`src/tcrw_pkg.sv`:
```
// Shared types and constants for the text cell run writer.
// Field widths, command and status codes, controller states and the
// command/status structs between controller and datapath. No dependencies.
`default_nettype none

package tcrw_pkg;

	localparam int CMD_W    = 2;
	localparam int ROW_W    = 5;
	localparam int COL_W    = 7;
	localparam int BYTE_W   = 8;
	localparam int COUNT_W  = 7;
	localparam int STATUS_W = 2;
	localparam int MARK_W   = 7;

	// Sum widths of origin + cursor and of start + count
	localparam int ROW_SUM_W = ROW_W + 1;
	localparam int END_SUM_W = COL_W + 2;

	localparam int CELL_W = 2 * BYTE_W;

	localparam logic [CMD_W-1:0] CMD_ATTR = 2'd0;
	localparam logic [CMD_W-1:0] CMD_CHAR = 2'd1;
	localparam logic [CMD_W-1:0] CMD_BOTH = 2'd2;

	localparam logic [STATUS_W-1:0] ST_OK     = 2'd0;
	localparam logic [STATUS_W-1:0] ST_REJECT = 2'd1;
	localparam logic [STATUS_W-1:0] ST_CLIP   = 2'd2;

	typedef enum logic [1:0] {
		S_IDLE,
		S_MARK,
		S_RUN,
		S_FIN
	} state_t;

	typedef struct packed {
		logic load;       // capture the input transaction
		logic mark_rd;    // read the row's dirty marks, set up the run
		logic cell_step;  // issue one cell read when cells remain
		logic finish;     // update marks and load the result register
	} ctrl_cmd_t;

	typedef struct packed {
		logic run_done;   // no cells left to issue
		logic out_busy;   // result register holds a result not taken
	} ctrl_sts_t;

endpackage

`default_nettype wire

```
`src/tcrw_ram.sv`:
```
// Generic single-write, single-read RAM with registered read data.
// No dependencies.
`default_nettype none

module tcrw_ram #(
	parameter int WIDTH = 16,
	parameter int DEPTH = 2000
) (
	input  wire logic                             clk,
	input  wire logic                             we,
	input  wire logic [$clog2(DEPTH > 1 ? DEPTH : 2)-1:0] waddr,
	input  wire logic [WIDTH-1:0]                 wdata,
	input  wire logic                             re,
	input  wire logic [$clog2(DEPTH > 1 ? DEPTH : 2)-1:0] raddr,
	output logic      [WIDTH-1:0]                 rdata
);

	logic [WIDTH-1:0] mem_q [DEPTH];

	always_ff @(posedge clk) begin
		if (we) begin
			mem_q[waddr] <= wdata;
		end
		if (re) begin
			rdata <= mem_q[raddr];
		end
	end

endmodule

`default_nettype wire

```
`src/tcrw_ctrl.sv`:
```
// Controller state machine for the text cell run writer.
// Depends on tcrw_pkg for the state type and command/status structs.
`default_nettype none

module tcrw_ctrl (
	input  wire logic               clk,
	input  wire logic               arst_n,
	input  wire logic               in_valid,
	output logic                    in_ready,
	input  wire tcrw_pkg::ctrl_sts_t sts,
	output tcrw_pkg::ctrl_cmd_t     cmd
);

	tcrw_pkg::state_t state_q, state_d;

	always_ff @(posedge clk or negedge arst_n) begin
		if (!arst_n) begin
			state_q <= tcrw_pkg::S_IDLE;
		end else begin
			state_q <= state_d;
		end
	end

	always_comb begin
		state_d  = state_q;
		cmd      = '0;
		in_ready = 1'b0;
		case (state_q)
			tcrw_pkg::S_IDLE: begin
				in_ready = 1'b1;
				if (in_valid) begin
					cmd.load = 1'b1;
					state_d  = tcrw_pkg::S_MARK;
				end
			end
			tcrw_pkg::S_MARK: begin
				cmd.mark_rd = 1'b1;
				state_d     = tcrw_pkg::S_RUN;
			end
			tcrw_pkg::S_RUN: begin
				cmd.cell_step = 1'b1;
				if (sts.run_done) begin
					state_d = tcrw_pkg::S_FIN;
				end
			end
			tcrw_pkg::S_FIN: begin
				// hold until the previous result has been taken
				if (!sts.out_busy) begin
					cmd.finish = 1'b1;
					state_d    = tcrw_pkg::S_IDLE;
				end
			end
			default: begin
				state_d = tcrw_pkg::S_IDLE;
			end
		endcase
	end

endmodule

`default_nettype wire

```
`src/tcrw_dp.sv`:
```
// Datapath of the text cell run writer: input capture, screen cell memory
// with read-modify-write pipe, dirty-mark memory and result register.
// Depends on tcrw_pkg and tcrw_ram.
`default_nettype none

module tcrw_dp #(
	parameter int SCREEN_ROWS = 25,
	parameter int SCREEN_COLS = 80
) (
	input  wire logic                             clk,
	input  wire logic                             arst_n,
	input  wire tcrw_pkg::ctrl_cmd_t              cmd,
	output tcrw_pkg::ctrl_sts_t                   sts,
	input  wire logic [tcrw_pkg::CMD_W-1:0]       command,
	input  wire logic [tcrw_pkg::ROW_W-1:0]       origin_row,
	input  wire logic [tcrw_pkg::ROW_W-1:0]       cursor_row,
	input  wire logic [tcrw_pkg::COL_W-1:0]       origin_col,
	input  wire logic [tcrw_pkg::COL_W-1:0]       cursor_col,
	input  wire logic [tcrw_pkg::BYTE_W-1:0]      char_code,
	input  wire logic [tcrw_pkg::BYTE_W-1:0]      attr_byte,
	input  wire logic [tcrw_pkg::COUNT_W-1:0]     run_count,
	output logic                                  out_valid,
	input  wire logic                             out_ready,
	output logic      [tcrw_pkg::STATUS_W-1:0]    status,
	output logic      [tcrw_pkg::MARK_W-1:0]      left_dirty_out,
	output logic      [tcrw_pkg::MARK_W-1:0]      right_dirty_out,
	output logic                                  delta_out
);

	localparam int CELLS = SCREEN_ROWS * SCREEN_COLS;
	localparam int RW    = $clog2(SCREEN_ROWS > 1 ? SCREEN_ROWS : 2);
	localparam int AW    = $clog2(CELLS > 1 ? CELLS : 2);
	localparam int CW    = $clog2(SCREEN_COLS + 1);
	localparam int BW    = tcrw_pkg::BYTE_W;

	localparam logic [tcrw_pkg::ROW_SUM_W:0]   ROWS_E = (tcrw_pkg::ROW_SUM_W + 1)'(SCREEN_ROWS);
	localparam logic [tcrw_pkg::END_SUM_W-1:0] COLS_E = tcrw_pkg::END_SUM_W'(SCREEN_COLS);
	localparam logic [CW-1:0]                  COLS_C = CW'(SCREEN_COLS);

	// Input capture
	logic [tcrw_pkg::ROW_SUM_W-1:0] row_sum;
	logic [tcrw_pkg::END_SUM_W-1:0] start_sum, end_sum, start_clip, end_clip;
	logic                           reject_d, clip_d;

	logic [tcrw_pkg::CMD_W-1:0] cmd_q;
	logic [RW-1:0]              row_q;
	logic                       reject_q, clip_q;
	logic [CW-1:0]              start_q, end_q;
	logic [BW-1:0]              char_q, attr_q;

	always_comb begin
		row_sum   = tcrw_pkg::ROW_SUM_W'(origin_row) + tcrw_pkg::ROW_SUM_W'(cursor_row);
		start_sum = tcrw_pkg::END_SUM_W'(origin_col) + tcrw_pkg::END_SUM_W'(cursor_col);
		end_sum   = start_sum + tcrw_pkg::END_SUM_W'(run_count);
		reject_d  = {1'b0, row_sum} >= ROWS_E;
		clip_d    = end_sum > COLS_E;
		end_clip  = clip_d ? COLS_E : end_sum;
		start_clip = (start_sum > COLS_E) ? COLS_E : start_sum;
	end

	always_ff @(posedge clk) begin
		if (cmd.load) begin
			cmd_q    <= command;
			row_q    <= reject_d ? '0 : RW'(row_sum);
			reject_q <= reject_d;
			clip_q   <= clip_d;
			start_q  <= CW'(start_clip);
			end_q    <= CW'(end_clip);
			char_q   <= char_code;
			attr_q   <= attr_byte;
		end
	end

	// Cell run: issue reads, write the merged cell in the following cycle
	logic [AW-1:0] addr_q, waddr_s1;
	logic [CW-1:0] cnt_q;
	logic          issue, pend_s1;
	logic [tcrw_pkg::CELL_W-1:0] cell_rd, cell_wr;

	assign issue        = cmd.cell_step && (cnt_q != '0);
	assign sts.run_done = (cnt_q == '0);

	always_ff @(posedge clk) begin
		if (cmd.mark_rd) begin
			addr_q <= AW'(AW'(row_q) * AW'(SCREEN_COLS)) + AW'(start_q);
			cnt_q  <= reject_q ? '0 : (end_q - start_q);
		end else if (issue) begin
			addr_q <= addr_q + AW'(1);
			cnt_q  <= cnt_q - CW'(1);
		end
		waddr_s1 <= addr_q;
	end

	always_ff @(posedge clk or negedge arst_n) begin
		if (!arst_n) begin
			pend_s1 <= 1'b0;
		end else begin
			pend_s1 <= issue;
		end
	end

	always_comb begin
		case (cmd_q)
			tcrw_pkg::CMD_ATTR: cell_wr = {attr_q, cell_rd[BW-1:0]};
			tcrw_pkg::CMD_CHAR: cell_wr = {cell_rd[2*BW-1:BW], char_q};
			default:            cell_wr = {attr_q, char_q};
		endcase
	end

	tcrw_ram #(
		.WIDTH(tcrw_pkg::CELL_W),
		.DEPTH(CELLS)
	) u_cells (
		.clk  (clk),
		.we   (pend_s1),
		.waddr(waddr_s1),
		.wdata(cell_wr),
		.re   (issue),
		.raddr(addr_q),
		.rdata(cell_rd)
	);

	// Dirty marks: memory plus a valid bit per row; an invalid row reads
	// as left = column count, right = 0.
	logic [SCREEN_ROWS-1:0] mark_vld_q;
	logic [2*CW-1:0]        mark_rd, mark_wr;
	logic                   row_vld;
	logic [CW-1:0]          left_old, right_old, left_new, right_new;
	logic                   mark_we;

	assign mark_we = cmd.finish && !reject_q;

	always_comb begin
		row_vld   = mark_vld_q[row_q];
		left_old  = row_vld ? mark_rd[2*CW-1:CW] : COLS_C;
		right_old = row_vld ? mark_rd[CW-1:0] : '0;
		left_new  = (start_q < left_old) ? start_q : left_old;
		right_new = (end_q > right_old) ? end_q : right_old;
		mark_wr   = {left_new, right_new};
	end

	tcrw_ram #(
		.WIDTH(2 * CW),
		.DEPTH(SCREEN_ROWS)
	) u_marks (
		.clk  (clk),
		.we   (mark_we),
		.waddr(row_q),
		.wdata(mark_wr),
		.re   (cmd.mark_rd),
		.raddr(row_q),
		.rdata(mark_rd)
	);

	// Valid bits, pending flag and result register
	logic delta_q, out_valid_q;

	always_ff @(posedge clk or negedge arst_n) begin
		if (!arst_n) begin
			mark_vld_q  <= '0;
			delta_q     <= 1'b0;
			out_valid_q <= 1'b0;
		end else begin
			if (mark_we) begin
				mark_vld_q[row_q] <= 1'b1;
				delta_q           <= 1'b1;
			end
			if (cmd.finish) begin
				out_valid_q <= 1'b1;
			end else if (out_ready) begin
				out_valid_q <= 1'b0;
			end
		end
	end

	always_ff @(posedge clk) begin
		if (cmd.finish) begin
			if (reject_q) begin
				status          <= tcrw_pkg::ST_REJECT;
				left_dirty_out  <= '0;
				right_dirty_out <= '0;
				delta_out       <= delta_q;
			end else begin
				status          <= clip_q ? tcrw_pkg::ST_CLIP : tcrw_pkg::ST_OK;
				left_dirty_out  <= tcrw_pkg::MARK_W'(left_new);
				right_dirty_out <= tcrw_pkg::MARK_W'(right_new);
				delta_out       <= 1'b1;
			end
		end
	end

	assign out_valid    = out_valid_q;
	assign sts.out_busy = out_valid_q && !out_ready;

endmodule

`default_nettype wire

```
`src/text_cell_run_writer_unit.sv`:
```
// Top level of the text cell run writer: controller plus datapath.
// Depends on tcrw_pkg, tcrw_ctrl, tcrw_dp (which holds tcrw_ram).
//
//   channel  | handshake            | payload
//   ---------+----------------------+--------------------------------------------
//   input    | in_valid / in_ready  | command, origin/cursor row and col, bytes, run_count
//   result   | out_valid/ out_ready | status, left_dirty_out, right_dirty_out, delta_out
//
// The result is loaded once the run of N cells is done, N being the clipped
// run length (0 to SCREEN_COLS): the cell memory takes one read-modify-write
// per cycle. Input is taken again the cycle after the result is loaded, so
// a transaction is accepted only after the previous result has been loaded.
// A result waiting on out_ready does not block acceptance; only the next
// result's load waits for it. Reset clears control, dirty-mark valid bits
// and the pending flag; the cell memory is not cleared.
`default_nettype none

module text_cell_run_writer_unit #(
	parameter int SCREEN_ROWS = 25,
	parameter int SCREEN_COLS = 80
) (
	input  wire logic                             clk,
	input  wire logic                             arst_n,
	input  wire logic                             in_valid,
	output logic                                  in_ready,
	input  wire logic [tcrw_pkg::CMD_W-1:0]       command,
	input  wire logic [tcrw_pkg::ROW_W-1:0]       origin_row,
	input  wire logic [tcrw_pkg::ROW_W-1:0]       cursor_row,
	input  wire logic [tcrw_pkg::COL_W-1:0]       origin_col,
	input  wire logic [tcrw_pkg::COL_W-1:0]       cursor_col,
	input  wire logic [tcrw_pkg::BYTE_W-1:0]      char_code,
	input  wire logic [tcrw_pkg::BYTE_W-1:0]      attr_byte,
	input  wire logic [tcrw_pkg::COUNT_W-1:0]     run_count,
	output logic                                  out_valid,
	input  wire logic                             out_ready,
	output logic      [tcrw_pkg::STATUS_W-1:0]    status,
	output logic      [tcrw_pkg::MARK_W-1:0]      left_dirty_out,
	output logic      [tcrw_pkg::MARK_W-1:0]      right_dirty_out,
	output logic                                  delta_out
);

	tcrw_pkg::ctrl_cmd_t ctl_cmd;
	tcrw_pkg::ctrl_sts_t ctl_sts;

	tcrw_ctrl u_ctrl (
		.clk     (clk),
		.arst_n  (arst_n),
		.in_valid(in_valid),
		.in_ready(in_ready),
		.sts     (ctl_sts),
		.cmd     (ctl_cmd)
	);

	tcrw_dp #(
		.SCREEN_ROWS(SCREEN_ROWS),
		.SCREEN_COLS(SCREEN_COLS)
	) u_dp (
		.clk            (clk),
		.arst_n         (arst_n),
		.cmd            (ctl_cmd),
		.sts            (ctl_sts),
		.command        (command),
		.origin_row     (origin_row),
		.cursor_row     (cursor_row),
		.origin_col     (origin_col),
		.cursor_col     (cursor_col),
		.char_code      (char_code),
		.attr_byte      (attr_byte),
		.run_count      (run_count),
		.out_valid      (out_valid),
		.out_ready      (out_ready),
		.status         (status),
		.left_dirty_out (left_dirty_out),
		.right_dirty_out(right_dirty_out),
		.delta_out      (delta_out)
	);

endmodule

`default_nettype wire

```
`config.mk`:
```
export PLATFORM = sky130hd
export DESIGN_NAME = text_cell_run_writer_unit
export DESIGN_NICKNAME = d
export VERILOG_FILES = /design/src/tcrw_pkg.sv /design/src/tcrw_ram.sv /design/src/tcrw_ctrl.sv /design/src/tcrw_dp.sv /design/src/text_cell_run_writer_unit.sv
export SDC_FILE = /design/constraint.sdc
export NUM_CORES = 1
export LEC_CHECK = 0
export BUFFER_PORTS_ARGS = -buffer_cell sky130_fd_sc_hd__buf_4
export CAP_MARGIN = 40
export CORE_MARGIN = 2
export CORE_UTILIZATION = 62
export DETAILED_ROUTE_END_ITERATION = 10
export PLACE_DENSITY = 0.92
export SLEW_MARGIN = 20
export SYNTH_ARGS = -nofsm -noshare
export SYNTH_HDL_FRONTEND = slang
export SYNTH_SLANG_ARGS = --single-unit
```
`constraint.sdc`:
```
create_clock -name clk -period 6.5 [get_ports clk]
set_clock_uncertainty 0.05 [all_clocks]
set_input_delay 0.975 -clock clk [delete_from_list [all_inputs] [get_ports clk]]
set_output_delay 0.975 -clock clk [all_outputs]
set_load 0.005 [all_outputs]
```
==> results.yml <==
critical_path:
  cp_cell_sequence: "buf_4 -> nor3_1 -> a22oi_1 -> nand4_4 -> nor2b_1 -> ha_1 -> and4_1 -> nand3_1 -> o221ai_1 -> o21bai_2 -> o22a_1 -> buf_8 -> and2_1"
  required_time_of_the_critical_path_ps: 6850
  crit_path_end_kind: "flop"
  worstPathArrival_ps: 5470
  crit_path_max_fanout: 26
  start_kind: "flop"
  r2r_end: "u_dp.left_dirty_out[6]"
  critical_path.max_stage_delay_ps: 890
  setup.worst_path.class: "reg2reg"
  crit_path_top_delay_cell: "sky130_fd_sc_hd__edfxtp_1"
  reg2reg_setup_slack_ps: 1380
  reg2reg_depth: 13
  startpoint_of_the_most_critical_register_to_register_path: "u_dp.row_q[4]"
global_routing:
  largest_net_degree_at_the_start_of_global_routing: 57
  grt_pass1_wl_um: 65400
  global_route.usage.met3_pct: 5.53
  grt.busiest_layer: "met2"
  grt_util_all_layers_pct: 28.7
  grt_antenna_before_repair: 0
  grt_util_met2_pct: 47.3
  grt.met1_usage_pct: 37.9
  grt_overflow: 0
  via_count_of_the_first_global_routing_pass: 10674
pwr:
  worst_vdd_rail_ir_drop_uv: 197
  leakagePower_uw: 0.00732
  pwr_per_cell_area_nw_per_um2: 383
clock_network:
  cts_post_setup_buffers_inserted: 0
  cts_num_sinks: 438
  cts_tree: "yes"
  cts_made_buffers: 42
  clock_path_buffers: 3
  cts-resized-gates: 0
  insertion_delay_ps: 530
  cts-htree-levels: 2
  cts-hold-fix-buffers: 0
  clock-root-buffer: "sky130_fd_sc_hd__clkbuf_16"
  clkSlewWorstSetupHoldPaths_ps: 60
cells_and_area:
  final_net_count: 1247
  drive_gt1_share_pct: 27.0
  num_antenna_cells: 0
  finish.utilization_pct: 71.4
  flow.area_growth_from_synthesis_pct: 14.1
  finish.instance_area_um2: 21000
  fin_cells: 1568
synth:
  syn_inst: 1034
  ffs_latches_synth: 438
  synth.cell_area_um2: 18400
  post_synth.cell_area_avg_um2: 17.8
  mappedNetlistNets: 1135
  synthesis.yosys.warnings: 0
  synth_async_sr_flop_share_pct: 6.62
  synth_cell_type_count: 66
  synth-main-ff-cell: "sky130_fd_sc_hd__edfxtp_1"
  seq_area_frac_synth_pct: 70.7
  synth_enable_flop_cells: 409
sta:
  final_max_slew_viol_count: 0
  max-slew-margin-rel_pct: 43.8
  worst_pin_slew_ps: 843
  final_period_minus_worst_setup_slack_ps: 5120
  hold-worst-slack_ps: 317
  rsz0062_at_grt: "false"
  report.final.setup_viol: 0
  layout_worst_path_cycle_share_pct: 78.8
  timing.fmax_ghz: 0.195
  finalHoldViolations: 0
  finalSetupTns_ps: 0
place:
  placed_instance_area_um2: 19600
  detailedPlacementHpwl_um: 26800
  finalWeightedCongestion: 0.866
  io_buffer_count: 53
  dpl.cell_count: 1481
floorplanning:
  initial_core_util_pct: 62.6
  fp-row-count: 63
  ioPinCount: 72
  die_height_um: 176
  core-area_um2: 29400
  fp.dieArea_um2: 31100
  die_x_um: 176
detailed_routing:
  vias_per_cell: 6.82
  routed-via-count: 10694
  drt_first_iter_violations: 1548
  wirelength_um: 43900
  drtAntennaViolNets: 0
  number_of_detailed_routing_iterations_run_before_antenna_repair: 6
  route.detailed.wl_per_inst_um: 28.0
  drc: 0
run:
  drv.max_cap_violation_count: 0
hold_path:
  worst_hold_path_type: "in2async"
run_status:
  status: "completed"
-- cells in the mapped netlist (all sizes together) (6+ instances only) --
master,instances,share of area [%]
nand2,42,0.86
o221ai,8,0.38
nand2b,6,0.20
edfxtp,409,67
ha,44,3.0
nor3,7,0.19
buf,18,0.51
clkbuf,23,0.47
mux2i,7,0.38
and2,12,0.42
nor2b,10,0.34
xnor2,12,0.57
mux2,9,0.57
a21oi,30,0.82
o21ai,28,0.76
mux4,90,11
nand3,15,0.41
o311ai,7,0.33
or2,27,0.92
inv,31,0.63
dfrtp,29,3.9
xor2,6,0.29
a21o,10,0.41
a22oi,24,0.98
nor2,53,1.1
-- cells by family after synthesis --
logic type	count (synthesis)	synth area share, %
compound gates	154	5.91
simple gates	198	5.56
buf+inv	72	1.61
fa+ha+maj	48	3.43
xor+xnor	18	0.857
flops	438	70.7
mux	106	12.0
-- where the power goes --
| part | total (uW) | switching [uW] | internal, uW | leakage [uW] |
|---|---|---|---|---|
| clock network | 2280 | 1000 | 1280 | 0.000621 |
| logic | 1920 | 1190 | 728 | 0.00260 |
| registers | 3830 | 160 | 3670 | 0.00410 |
| total | 8030 | 2360 | 5680 | 0.00732 |
-- worst max-delay path by stage --
stage,start,endpoint,slack [ps]
final,u_dp.row_q[4],u_dp.left_dirty_out[6],1380
after global routing,u_dp.row_q[0],u_dp.left_dirty_out[6],1180
after CTS,u_dp.row_q[0],u_dp.left_dirty_out[6],1100
after detailed placement,u_dp.row_q[0],u_dp.left_dirty_out[6],1310
after global placement,u_dp.row_q[0],u_dp.left_dirty_out[4],1520
after floorplan,u_dp.row_q[0],u_dp.u_marks.mem_q[0][10],2000
-- state kept, by name (all words and copies together), names as in the netlist --
| name | flops |
|---|---|
| u_dp.cnt_q | 7 |
| u_dp.out_valid | 1 |
| u_dp.reject_q | 1 |
| u_dp.u_marks.rdata | 14 |
| u_dp.delta_out | 1 |
| u_dp.mark_vld_q | 25 |
| u_dp.row_q | 5 |
| u_dp.status | 2 |
| u_dp.start_q | 7 |
| u_dp.clip_q | 1 |
| u_dp.end_q | 7 |
| u_dp.u_marks.mem_q | 350 |
| u_ctrl.state_q | 2 |
| u_dp.left_dirty_out | 7 |
| u_dp.right_dirty_out | 7 |
| u_dp.delta_q | 1 |
-- cell type report --
class / instances / area (um2)
clock buffer: 54 / 1140
clock inverter: 22 / 135
fill: 1597 / 8400
inverter: 31 / 116
multi-input combinational: 524 / 5150
sequential: 438 / 13000
tap: 390 / 488
timing repair buffer: 109 / 966
-- worst max-delay path: cells and delay by family (launching register included) --
kind	cells	cell delay, ps
buffers and inverters	2	600
AND/OR/NAND/NOR	6	1380
flip-flops	1	890
adder cells (fa/ha/maj)	1	320
AO/OA/AOI/OAI	4	1750
-- stage by stage --
| step | power [uW] | setup WS, ps |
|---|---|---|
| 2_1_floorplan | 4990 | 2000 |
| 3_3_place_gp | 5510 | 1520 |
| 3_5_place_dp | 5650 | 1310 |
| 4_1_cts | 7940 | 1100 |
| 5_1_grt | 8300 | 1180 |
| 6_report | 8030 | 1380 |
-- metal layers --
metal | part of all wire (%) | vias to the layer above
li1 | - | 4384
met4 | 4.6 | 0
met1 | 35 | 5367
met2 | 50 | 788
met3 | 9.8 | 155
met5 | 0 | -
-- layout by cell type (no fill, tap or decap), types with 7 or more instances in the layout --
cell and instances:
sky130_fd_sc_hd__a21o_1 10, sky130_fd_sc_hd__a21oi_1 29, sky130_fd_sc_hd__a22oi_1 24, sky130_fd_sc_hd__and2_1 11, sky130_fd_sc_hd__buf_4 87, sky130_fd_sc_hd__buf_8 15, sky130_fd_sc_hd__clkbuf_1 9, sky130_fd_sc_hd__clkbuf_16 43
sky130_fd_sc_hd__clkinv_1 10, sky130_fd_sc_hd__clkinv_2 7, sky130_fd_sc_hd__dfrtp_1 29, sky130_fd_sc_hd__edfxtp_1 409, sky130_fd_sc_hd__ha_1 44, sky130_fd_sc_hd__inv_1 31, sky130_fd_sc_hd__mux2_2 8, sky130_fd_sc_hd__mux2i_1 7
sky130_fd_sc_hd__mux4_2 90, sky130_fd_sc_hd__nand2_1 42, sky130_fd_sc_hd__nand3_1 15, sky130_fd_sc_hd__nor2_1 42, sky130_fd_sc_hd__nor2_2 11, sky130_fd_sc_hd__nor2b_1 10, sky130_fd_sc_hd__nor3_1 7, sky130_fd_sc_hd__o21ai_0 23
sky130_fd_sc_hd__o221ai_1 8, sky130_fd_sc_hd__o311ai_0 7, sky130_fd_sc_hd__or2_2 27, sky130_fd_sc_hd__xnor2_1 12
Power figures use the tool's default switching activity.
